--- src/hw/rtl/frie_pkg.sv ---
// shared types and constants for the four-register instruction execute block
// no dependencies
`timescale 1ns / 1ps
`default_nettype none

package frie_pkg;

  localparam int DATA_W = 32;
  localparam int ADDR_W = 16;
  localparam int KIND_W = 4;
  localparam int REG_W  = 2;
  localparam int NREGS  = 4;
  localparam int STAT_W = 2;
  localparam int QDEPTH = 2;
  localparam int QPTR_W = $clog2(QDEPTH);
  localparam int QCNT_W = $clog2(QDEPTH + 1);
  localparam int DCNT_W = $clog2(DATA_W);

  // raw instruction kind codes
  localparam logic [KIND_W-1:0] KIND_ADD  = 4'd0;
  localparam logic [KIND_W-1:0] KIND_SUB  = 4'd1;
  localparam logic [KIND_W-1:0] KIND_MUL  = 4'd2;
  localparam logic [KIND_W-1:0] KIND_DIV  = 4'd3;
  localparam logic [KIND_W-1:0] KIND_DEC  = 4'd4;
  localparam logic [KIND_W-1:0] KIND_INC  = 4'd5;
  localparam logic [KIND_W-1:0] KIND_LOAD = 4'd6;
  localparam logic [KIND_W-1:0] KIND_JUMP = 4'd7;
  localparam logic [KIND_W-1:0] KIND_JZ   = 4'd8;
  localparam logic [KIND_W-1:0] KIND_STOP = 4'd9;

  // status codes
  localparam logic [STAT_W-1:0] ST_OK      = 2'd0;
  localparam logic [STAT_W-1:0] ST_UNKNOWN = 2'd1;
  localparam logic [STAT_W-1:0] ST_DIVZERO = 2'd2;

  // register names
  localparam logic [REG_W-1:0] REG_AX = 2'd0;
  localparam logic [REG_W-1:0] REG_BX = 2'd1;
  localparam logic [REG_W-1:0] REG_CX = 2'd2;
  localparam logic [REG_W-1:0] REG_DX = 2'd3;

  typedef enum logic [3:0] {
    OP_ADD,
    OP_SUB,
    OP_MUL,
    OP_DIV,
    OP_DEC,
    OP_INC,
    OP_LOAD,
    OP_JUMP,
    OP_JZ,
    OP_STOP,
    OP_BAD
  } op_kind_t;

  typedef enum logic [1:0] {
    B_IDLE,
    B_EXEC,
    B_DIV
  } back_state_t;

  typedef struct packed {
    logic [KIND_W-1:0]       kind;
    logic [REG_W-1:0]        dest_reg;
    logic                    source_is_register;
    logic [REG_W-1:0]        source_reg;
    logic signed [DATA_W-1:0] immediate;
    logic [ADDR_W-1:0]       target;
  } in_t;

  typedef struct packed {
    logic signed [DATA_W-1:0] written_value;
    logic                     jump_taken;
    logic [ADDR_W-1:0]        jump_address;
    logic                     stopped;
    logic [STAT_W-1:0]        status;
  } out_t;

  // classified instruction as it sits in the queue
  typedef struct packed {
    op_kind_t                 op;
    logic [REG_W-1:0]         dest;
    logic                     src_is_reg;
    logic [REG_W-1:0]         src;
    logic signed [DATA_W-1:0] imm;
    logic [ADDR_W-1:0]        target;
  } op_t;

  typedef struct packed {
    logic                     start;
    logic signed [DATA_W-1:0] dividend;
    logic signed [DATA_W-1:0] divisor;
  } div_req_t;

  typedef struct packed {
    logic                     done;
    logic signed [DATA_W-1:0] quotient;
  } div_rsp_t;

endpackage

`default_nettype wire

--- src/hw/rtl/frie_front.sv ---
// front end: accepts requests, classifies the kind, holds them in a short queue
// depends on frie_pkg
`timescale 1ns / 1ps
`default_nettype none

module frie_front (
  input  wire logic          clk,
  input  wire logic          rst_n,
  input  wire logic          in_valid,
  output logic               in_ready,
  input  wire frie_pkg::in_t in_data,
  output logic               q_valid,
  output frie_pkg::op_t      q_op,
  input  wire logic          q_pop
);

  frie_pkg::op_t                   fifo_r [frie_pkg::QDEPTH];
  logic [frie_pkg::QPTR_W-1:0]     wr_ptr_r, wr_ptr_nxt;
  logic [frie_pkg::QPTR_W-1:0]     rd_ptr_r, rd_ptr_nxt;
  logic [frie_pkg::QCNT_W-1:0]     cnt_r, cnt_nxt;
  frie_pkg::op_t                   cls;
  logic                            push;
  logic                            pop;

  always_comb begin
    cls.dest       = in_data.dest_reg;
    cls.src_is_reg = in_data.source_is_register;
    cls.src        = in_data.source_reg;
    cls.imm        = in_data.immediate;
    cls.target     = in_data.target;
    case (in_data.kind)
      frie_pkg::KIND_ADD:  cls.op = frie_pkg::OP_ADD;
      frie_pkg::KIND_SUB:  cls.op = frie_pkg::OP_SUB;
      frie_pkg::KIND_MUL:  cls.op = frie_pkg::OP_MUL;
      frie_pkg::KIND_DIV:  cls.op = frie_pkg::OP_DIV;
      frie_pkg::KIND_DEC:  cls.op = frie_pkg::OP_DEC;
      frie_pkg::KIND_INC:  cls.op = frie_pkg::OP_INC;
      frie_pkg::KIND_LOAD: cls.op = frie_pkg::OP_LOAD;
      frie_pkg::KIND_JUMP: cls.op = frie_pkg::OP_JUMP;
      frie_pkg::KIND_JZ:   cls.op = frie_pkg::OP_JZ;
      frie_pkg::KIND_STOP: cls.op = frie_pkg::OP_STOP;
      default:             cls.op = frie_pkg::OP_BAD;
    endcase
  end

  assign in_ready = (cnt_r != frie_pkg::QCNT_W'(frie_pkg::QDEPTH));
  assign q_valid  = (cnt_r != '0);
  assign q_op     = fifo_r[rd_ptr_r];
  assign push     = in_valid && in_ready;
  assign pop      = q_pop && q_valid;

  always_comb begin
    wr_ptr_nxt = wr_ptr_r;
    rd_ptr_nxt = rd_ptr_r;
    cnt_nxt    = cnt_r;
    if (push) begin
      wr_ptr_nxt = (wr_ptr_r == frie_pkg::QPTR_W'(frie_pkg::QDEPTH - 1)) ? '0
                   : wr_ptr_r + 1'b1;
    end
    if (pop) begin
      rd_ptr_nxt = (rd_ptr_r == frie_pkg::QPTR_W'(frie_pkg::QDEPTH - 1)) ? '0
                   : rd_ptr_r + 1'b1;
    end
    case ({push, pop})
      2'b10:   cnt_nxt = cnt_r + 1'b1;
      2'b01:   cnt_nxt = cnt_r - 1'b1;
      default: cnt_nxt = cnt_r;
    endcase
  end

  always_ff @(posedge clk) begin
    if (!rst_n) begin
      wr_ptr_r <= '0;
      rd_ptr_r <= '0;
      cnt_r    <= '0;
    end else begin
      wr_ptr_r <= wr_ptr_nxt;
      rd_ptr_r <= rd_ptr_nxt;
      cnt_r    <= cnt_nxt;
    end
  end

  always_ff @(posedge clk) begin
    if (push) begin
      fifo_r[wr_ptr_r] <= cls;
    end
  end

endmodule

`default_nettype wire

--- src/hw/rtl/frie_div.sv ---
// iterative signed divider, one quotient bit per cycle, truncates toward zero
// depends on frie_pkg
`timescale 1ns / 1ps
`default_nettype none

module frie_div (
  input  wire logic               clk,
  input  wire logic               rst_n,
  input  wire frie_pkg::div_req_t req,
  output frie_pkg::div_rsp_t      rsp
);

  logic [frie_pkg::DATA_W-1:0] rem_r, rem_nxt;
  logic [frie_pkg::DATA_W-1:0] quo_r, quo_nxt;
  logic [frie_pkg::DATA_W-1:0] dvs_r;
  logic                        neg_r;
  logic                        busy_r;
  logic                        done_r;
  logic [frie_pkg::DCNT_W-1:0] cnt_r;
  logic [frie_pkg::DATA_W-1:0] rem_sh;
  logic [frie_pkg::DATA_W:0]   diff;
  logic                        ge;
  logic [frie_pkg::DATA_W-1:0] mag_a;
  logic [frie_pkg::DATA_W-1:0] mag_b;

  assign mag_a = req.dividend[frie_pkg::DATA_W-1] ? -req.dividend : req.dividend;
  assign mag_b = req.divisor[frie_pkg::DATA_W-1]  ? -req.divisor  : req.divisor;

  // restoring step: remainder stays below the divisor, so its top bit is free
  always_comb begin
    rem_sh  = {rem_r[frie_pkg::DATA_W-2:0], quo_r[frie_pkg::DATA_W-1]};
    diff    = {1'b0, rem_sh} - {1'b0, dvs_r};
    ge      = !diff[frie_pkg::DATA_W];
    rem_nxt = ge ? diff[frie_pkg::DATA_W-1:0] : rem_sh;
    quo_nxt = {quo_r[frie_pkg::DATA_W-2:0], ge};
  end

  always_ff @(posedge clk) begin
    if (!rst_n) begin
      busy_r <= 1'b0;
      done_r <= 1'b0;
      cnt_r  <= '0;
    end else if (req.start) begin
      busy_r <= 1'b1;
      done_r <= 1'b0;
      cnt_r  <= frie_pkg::DCNT_W'(frie_pkg::DATA_W - 1);
    end else if (busy_r) begin
      cnt_r <= cnt_r - 1'b1;
      if (cnt_r == '0) begin
        busy_r <= 1'b0;
        done_r <= 1'b1;
      end
    end
  end

  always_ff @(posedge clk) begin
    if (req.start) begin
      rem_r <= '0;
      quo_r <= mag_a;
      dvs_r <= mag_b;
      neg_r <= req.dividend[frie_pkg::DATA_W-1] ^ req.divisor[frie_pkg::DATA_W-1];
    end else if (busy_r) begin
      rem_r <= rem_nxt;
      quo_r <= quo_nxt;
    end
  end

  // most negative over minus one wraps back to most negative here
  assign rsp.done     = done_r;
  assign rsp.quotient = neg_r ? -quo_r : quo_r;

endmodule

`default_nettype wire

--- src/hw/rtl/frie_back.sv ---
// back end: register file, execute unit, divider control and result register
// depends on frie_pkg and frie_div
`timescale 1ns / 1ps
`default_nettype none

module frie_back (
  input  wire logic          clk,
  input  wire logic          rst_n,
  input  wire logic          q_valid,
  input  wire frie_pkg::op_t q_op,
  output logic               q_pop,
  output logic               out_valid,
  input  wire logic          out_ready,
  output frie_pkg::out_t     out_data
);

  frie_pkg::back_state_t       state_r, state_nxt;
  frie_pkg::op_t               op_r;
  logic [frie_pkg::DATA_W-1:0] mem [frie_pkg::NREGS];
  logic [frie_pkg::NREGS-1:0]  wvalid_r;
  logic [frie_pkg::DATA_W-1:0] cur_r;
  logic [frie_pkg::DATA_W-1:0] srd_r;
  logic [frie_pkg::DATA_W-1:0] src;
  logic                        out_valid_r;
  frie_pkg::out_t              out_data_r;
  logic                        out_free;
  logic                        wr_en;
  logic                        load_out;
  logic                        div_zero;
  frie_pkg::out_t              res;
  logic [frie_pkg::DATA_W-1:0] product;
  frie_pkg::div_req_t          dreq;
  frie_pkg::div_rsp_t          drsp;

  assign out_free = !out_valid_r || out_ready;
  assign src      = op_r.src_is_reg ? srd_r : op_r.imm;
  assign div_zero = (src == '0);
  assign product  = cur_r * src;

  frie_div u_div (
    .clk  (clk),
    .rst_n(rst_n),
    .req  (dreq),
    .rsp  (drsp)
  );

  // result of the held instruction
  always_comb begin
    res.written_value = cur_r;
    res.jump_taken    = 1'b0;
    res.jump_address  = '0;
    res.stopped       = 1'b0;
    res.status        = frie_pkg::ST_OK;
    case (op_r.op)
      frie_pkg::OP_ADD:  res.written_value = cur_r + src;
      frie_pkg::OP_SUB:  res.written_value = cur_r - src;
      frie_pkg::OP_MUL:  res.written_value = product;
      frie_pkg::OP_DIV: begin
        if (div_zero) begin
          res.status = frie_pkg::ST_DIVZERO;
        end else begin
          res.written_value = drsp.quotient;
        end
      end
      frie_pkg::OP_DEC:  res.written_value = cur_r - 1'b1;
      frie_pkg::OP_INC:  res.written_value = cur_r + 1'b1;
      frie_pkg::OP_LOAD: res.written_value = src;
      frie_pkg::OP_JUMP: begin
        res.jump_taken   = 1'b1;
        res.jump_address = op_r.target;
      end
      frie_pkg::OP_JZ: begin
        if (cur_r == '0) begin
          res.jump_taken   = 1'b1;
          res.jump_address = op_r.target;
        end
      end
      frie_pkg::OP_STOP: res.stopped = 1'b1;
      default:           res.status  = frie_pkg::ST_UNKNOWN;
    endcase
  end

  // next state
  always_comb begin
    state_nxt = state_r;
    case (state_r)
      frie_pkg::B_IDLE: begin
        if (q_valid) begin
          state_nxt = frie_pkg::B_EXEC;
        end
      end
      frie_pkg::B_EXEC: begin
        if (op_r.op == frie_pkg::OP_DIV && !div_zero) begin
          state_nxt = frie_pkg::B_DIV;
        end else if (out_free) begin
          state_nxt = frie_pkg::B_IDLE;
        end
      end
      frie_pkg::B_DIV: begin
        if (drsp.done && out_free) begin
          state_nxt = frie_pkg::B_IDLE;
        end
      end
      default: state_nxt = frie_pkg::B_IDLE;
    endcase
  end

  // outputs of the sequencer
  always_comb begin
    q_pop         = 1'b0;
    wr_en         = 1'b0;
    load_out      = 1'b0;
    dreq.start    = 1'b0;
    dreq.dividend = cur_r;
    dreq.divisor  = src;
    case (state_r)
      frie_pkg::B_IDLE: q_pop = q_valid;
      frie_pkg::B_EXEC: begin
        if (op_r.op == frie_pkg::OP_DIV && !div_zero) begin
          dreq.start = 1'b1;
        end else if (out_free) begin
          wr_en    = 1'b1;
          load_out = 1'b1;
        end
      end
      frie_pkg::B_DIV: begin
        if (drsp.done && out_free) begin
          wr_en    = 1'b1;
          load_out = 1'b1;
        end
      end
      default: q_pop = 1'b0;
    endcase
  end

  always_ff @(posedge clk) begin
    if (!rst_n) begin
      state_r     <= frie_pkg::B_IDLE;
      wvalid_r    <= '0;
      out_valid_r <= 1'b0;
    end else begin
      state_r <= state_nxt;
      if (wr_en) begin
        wvalid_r[op_r.dest] <= 1'b1;
      end
      if (load_out) begin
        out_valid_r <= 1'b1;
      end else if (out_ready) begin
        out_valid_r <= 1'b0;
      end
    end
  end

  // register file: one write port, two registered read ports, never-written reads as zero
  always_ff @(posedge clk) begin
    if (wr_en) begin
      mem[op_r.dest] <= res.written_value;
    end
    if (q_pop) begin
      op_r  <= q_op;
      cur_r <= wvalid_r[q_op.dest] ? mem[q_op.dest] : '0;
      srd_r <= wvalid_r[q_op.src]  ? mem[q_op.src]  : '0;
    end
  end

  always_ff @(posedge clk) begin
    if (load_out) begin
      out_data_r <= res;
    end
  end

  assign out_valid = out_valid_r;
  assign out_data  = out_data_r;

endmodule

`default_nettype wire

--- src/hw/rtl/four_register_instruction_execute.sv ---
// top level of the four-register instruction execute block
// depends on frie_pkg, frie_front and frie_back
`timescale 1ns / 1ps
`default_nettype none

// Executes decoded instructions on four 32-bit signed registers (AX, BX, CX,
// DX), reset to zero, and returns one result per instruction in order. A
// two-entry queue sits between the input side and the execute side, and a
// result register sits on the output, so a new request is taken while a
// finished result waits. Inside the execute side an instruction goes
// through register read, then execute and write back; a divide with a
// nonzero divisor also waits for the one-bit-per-cycle divider before
// write back. Add, subtract and multiply wrap at 32 bits, divide truncates
// toward zero, a divide by zero leaves the register unchanged with status 2,
// and an unknown kind reports status 1.
module four_register_instruction_execute (
  input  wire logic           clk,
  input  wire logic           rst_n,
  input  wire logic           in_valid,
  output logic                in_ready,
  input  wire frie_pkg::in_t  in_data,
  output logic                out_valid,
  input  wire logic           out_ready,
  output frie_pkg::out_t      out_data
);

  logic          q_valid;
  frie_pkg::op_t q_op;
  logic          q_pop;

  frie_front u_front (
    .clk     (clk),
    .rst_n   (rst_n),
    .in_valid(in_valid),
    .in_ready(in_ready),
    .in_data (in_data),
    .q_valid (q_valid),
    .q_op    (q_op),
    .q_pop   (q_pop)
  );

  frie_back u_back (
    .clk      (clk),
    .rst_n    (rst_n),
    .q_valid  (q_valid),
    .q_op     (q_op),
    .q_pop    (q_pop),
    .out_valid(out_valid),
    .out_ready(out_ready),
    .out_data (out_data)
  );

endmodule

`default_nettype wire

--- config.mk ---
export PLATFORM = sky130hd
export DESIGN_NAME = four_register_instruction_execute
export DESIGN_NICKNAME = d
export VERILOG_FILES = /design/src/hw/rtl/frie_pkg.sv /design/src/hw/rtl/frie_front.sv /design/src/hw/rtl/frie_div.sv /design/src/hw/rtl/frie_back.sv /design/src/hw/rtl/four_register_instruction_execute.sv
export SDC_FILE = /design/constraint.sdc
export NUM_CORES = 2
export LEC_CHECK = 0
export ABC_AREA = 1
export BUFFER_PORTS_ARGS = -buffer_cell sky130_fd_sc_hd__buf_2
export CORE_UTILIZATION = 43
export DETAILED_ROUTE_END_ITERATION = 16
export PLACE_DENSITY_LB_ADDON = 0.3
export SYNTH_ARGS = -nofsm -noshare
export SYNTH_HDL_FRONTEND = slang
export SYNTH_HIERARCHICAL = 1
export SYNTH_SLANG_ARGS = --single-unit
--- constraint.sdc ---
create_clock -name clk -period 18.6 [get_ports clk]
set_input_delay 2.79 -clock clk [delete_from_list [all_inputs] [get_ports clk]]
set_output_delay 2.79 -clock clk [all_outputs]
set_load 0.01 [all_outputs]
* Word-level counts from Yosys, hierarchy flattened *
Memories as Yosys holds them, arrays and structs flattened. A register that Yosys moved wholly into a read port is not among the register bits.
Index checks and enable logic that the tools add are counted.

word-level totals
  bits in writable memories = 242
  flip-flop bits (word level) = 221
  latch bits = 0
  memories kept = 3
  logic and storage cells = 137
  bits in read-only memories = 64

memories
  memory           words  width  rd ports  clocked after memory_dff  write ports  line              RTL
  u_back.mem       4      32     2         2                         1            frie_back.sv:19   logic [frie_pkg::DATA_W-1:0] mem [frie_pkg::NREGS];
  u_front.fifo_r   2      57     1         1                         1            frie_front.sv:17  frie_pkg::op_t fifo_r [frie_pkg::QDEPTH];
  (no name shown)  16     4      1         0                         0            frie_front.sv:31  case (in_data.kind)

operators by class
  shifts and indexed selects = 0
  $lt $le $gt $ge = 4
  equality and inequality tests = 17
  mux-type cells = 48
  reductions and logical operators = 24
  multipliers = 1
  bitwise logic cells = 3
  add/subtract/negate cells = 13
  divide/modulo/power cells = 0

operator list
  cell                                                  count
  one-hot mux 32 bit (7 select lines)                   1
  2-to-1 mux 32 bit                                     6
  negator 32 bit                                        3
  zero test 32 bit                                      2
  2-to-1 mux 31 bit                                     2
  one-hot mux 17 bit (2 select lines)                   1
  subtractor 32 x 32 -> 33 bit                          1
  adder 32 x 1 -> 32 bit (second input constant)        1
  adder 32 bit                                          1
  multiplier 32 x 32 -> 32 bit                          1
  subtractor 32 x 1 -> 32 bit (second input constant)   1
  subtractor 32 bit                                     1
  2-to-1 mux 1 bit                                      23
  2-to-1 mux 17 bit                                     1
  equality test 4 x 3 -> 1 bit (second input constant)  4
  2-to-1 mux 2 bit                                      5
  2-to-1 mux 5 bit                                      2
  < comparator 2 x 3 -> 1 bit (second input constant)   3
  OR reduction 9 bit                                    1
  equality test 4 x 2 -> 1 bit (second input constant)  2
  equality test 4 bit (second input constant)           2
  one-hot mux 2 bit (2 select lines)                    2
  nonzero test 2 bit                                    4
  one-hot mux 2 bit (3 select lines)                    1
  26 further kinds                                      39

* Logic depth before layout (Yosys ltp) *
  depth after elaboration = 8
  mapped depth = 39

* Hierarchy *
Netlist, hierarchy kept.

modules (own cells, without submodules)
  module      cells an instance  instances  area an instance (um2)
  frie_back   3,850              1          32,346.0
  frie_div    1,423              1          9,059.9
  frie_front  219                1          4,496.8

* Least setup slack after synthesis *
No wires, ideal clock.

  kind = reg-to-reg
  start point = reg u_back/op_r[50] (netlist bit)
  end point = mem u_back/mem[0][26] (netlist bit), data pin
  period minus slack after synthesis = 7.492 ns
  path slack = 11.108 ns
  stages on the path, launching flop included = 30
  arrival = 7.189 ns
  required time = 18.297 ns
  path buffers = 3
  cell sequence = edfxtp_1 -> buf_6 -> buf_4 -> o21ai_4 -> clkbuf_1 -> nor2_1 -> fa_1 -> fa_1 -> fa_1 -> inv_1 -> fa_1 -> inv_1 -> fa_1 -> inv_1 -> fa_1 -> inv_1 -> fa_1 -> inv_1 -> fa_1 -> inv_1 -> ha_1 -> nand4_1 -> inv_1 -> a21oi_1 -> nand3_1 -> a21oi_1 -> o21ai_0 -> or2_2 -> nand3_1 -> o2111ai_1

RTL lines
  element                   line              RTL
  start: declaration        frie_back.sv:18   frie_pkg::op_t op_r;
  start signal: assignment  frie_back.sv:160  op_r <= q_op;
  end: declaration          frie_back.sv:19

==> flow_summary.ini <==
[synthesis]
synthCells = 5492
synth_edf_count = 478
synth.avg_cell_area_sq_um = 8.36
synth_flop_cell = edfxtp_1
yosys.area.top_type = edfxtp_1
synth.distinct_cells = 64
synth_area_leaders = edfxtp_1 31%, fa_1 18%, nand2_1 9.0%, inv_1 8.5%, ha_1 5.3%
async_flop_share = 0
yosysWarnings = 6
syn-num-nets = 6159
yosysTopAreaCellShare = 0.313
synth_area_sq_um = 45900
synth_seq_area_share = 0.335
synth-seq-cells = 528

[die]
die_area_sq_um = 108000
rows = 119
start_util = 0.435
die_h_microns = 329
die_w_microns = 329
core_sq_um = 106000
io_pins = 115

[clock_network]
cts_tree = built
cts_resized = 0
clk_pin_slew_ns = 0.06
cts-root-buf = clkbuf_16
clock-sinks = 528
cts_htree_levels = 2
cts.path.max_buffers = 3
clk_latency_ns = 0.67
cts_hold_buf = 0
post_cts.repair.setup_buffers = 0
cts_made_buffers = 57

[sta]
max_freq_mhz = 102
skew_ns = 0.0482
slew_headroom = 0.137
holdWs_ns = 0.471
fin_crit_ns = 9.78
worst_slack_ns = 8.82
fin_crit_sh = 0.526
final.setup.tns_ns = 0
rsz0062_at_grt = false
finalSetupViolCount = 0
worst_pin_slew_ns = 1.29
slew_violations = 0
hold_viol = 0

[grt]
grt_pass1_vias = 37800
grt_overflow = 0
grt_pass1_wl_mm = 237
antenna_found_initial = 4
grt_max_degree = 101
grtUsageTotal = 0.297

[placed_design]
dp.final_hpwl_mm = 117
dp_slack_ns = 9.04
gp_congestion = 1.06
io_buffers = 114

[cells_and_area]
syn_to_final_growth_pct = 8.73
fin_util = 0.473
layout-drive-gt1-share = 0.0824
nNetsFinal = 6216

[critical_path]
crit_slowest_cell = fa_1
cp_common_cell = fa_1
cp-start-kind = register
critPathArrivalTime_ns = 10.06
critPathKind = register to register
slowest_delay_ns = 0.56
rr_worst_depth = 29
critPathMaxFanout = 54
r2r-start = u_back/op_r[50]
end_kind = register
cp-startpoint = u_back/op_r[50]
crit_required_ns = 18.88

[route]
wl_per_cell_microns = 22.9
wl_mm = 160
dr.first_iter.drc_count = 3961
first_pass_iters = 6
final_antenna_net_count = 0
drc = 0
viasPerCell = 5.51
vias = 38500

[worst_hold_path]
min_path_cells = 2
min_from = u_back/u_div/cnt_r[4]
min_path_type = register to register

[flow_run]
cap_violations = 0

[run_status]
outcome = finished, final reports clean
[sequential cells by signal, indices dropped and copies added (netlist names), named ones only]
signal               flops
u_front/wr_ptr_r         1
u_back/cur_r            32
u_back/u_div/quo_r      32
u_front/fifo_r         114
u_back/u_div/cnt_r       5
u_back/u_div/done_r      1
u_back/u_div/dvs_r      32
u_back/u_div/busy_r      1
u_back/mem             128
u_back/state_r           2
u_back/op_r             55
u_back/wvalid_r          4
u_front/cnt_r            2
u_back/out_valid         1
u_back/out_data         52
u_back/u_div/neg_r       1
u_back/srd_r            32
u_front/rd_ptr_r         1
u_back/u_div/rem_r      31
[layout make-up]
class                   instances  area, sq um
clock inverters                35          364
clock buffers                  72         1520
inverters                    1081         4070
well taps                    1391         1740
repair buffers                199         1210
fillers                     10200        55700
diodes                          1         2.50
flip-flops and latches        528        15400
multi-input cells            3682        25600
[cell families after synthesis]
| group | share of synthesized area |
|---|---|
| compound gates | 0.0955 |
| xor+xnor | 0.0212 |
| fa+ha+maj | 0.232 |
| buf+inv | 0.108 |
| flops | 0.335 |
| mux | 0.0164 |
| simple gates | 0.192 |
[layer usage]
layer | share of wire | global-route usage
met1 | 0.39 | 0.382
met2 | 0.44 | 0.469
met3 | 0.096 | 0.0616
met4 | 0.066 | 0.164
met5 | 0.00014 | 0
[critical path: cells and delay by family (launching register included)]
family / cells / cell delay (ns)
AND/OR/NAND/NOR: 6 / 1.34
AO/OA/AOI/OAI: 6 / 1.71
adder cells (fa/ha/maj): 9 / 4.38
flip-flops: 1 / 0.32
buffers and inverters: 8 / 1.60
[stage by stage]
step           std cells  area [sq um]
2_1_floorplan       5492         45900
3_3_place_gp        6880         48000
3_5_place_dp        6881         48000
4_1_cts             6988         49900
5_1_grt             6988         49900
6_report            6989         49900
[worst paths after layout]
check / end / slack [ns]
worst min-delay path: u_back/u_div/cnt_r[4] / 0.47
worst max-delay path: u_back/mem[0][26] / 8.82
worst max register to register: u_back/mem[0][26] / 8.82
worst min register to register: u_back/u_div/cnt_r[4] / 0.47
[synthesized netlist by cell type, types with 15 or more instances]
cell / instances
nand3_1: 238
nor2_1: 632
inv_2: 22
nand2_1: 1096
inv_1: 1043
o21ai_0: 358
clkbuf_1: 155
nand2_2: 15
a21oi_1: 225
xnor2_1: 35
dfxtp_1: 50
o21ai_1: 29
mux2_4: 30
mux2_2: 27
o211ai_1: 16
edfxtp_1: 478
fa_1: 410
ha_1: 196
xor2_1: 76
a22oi_1: 27
nor3_1: 34
nand3b_1: 31
nand4_1: 37
buf_6: 15
a31oi_1: 15
[cells in the final DEF, fill, tap and decap left out, types with 114 or more instances in the layout]
cell      synthesis  routed
nor2_1          632     628
inv_1          1043    1041
buf_2            12     114
a21oi_1         225     225
o21ai_0         358     358
nand3_1         238     238
edfxtp_1        478     478
fa_1            410     410
ha_1            196     196
nand2_1        1096    1096
Power is left out: the tool's default activity adds up to more than one toggle a clock period on the data nets, which glitch-free logic cannot reach.
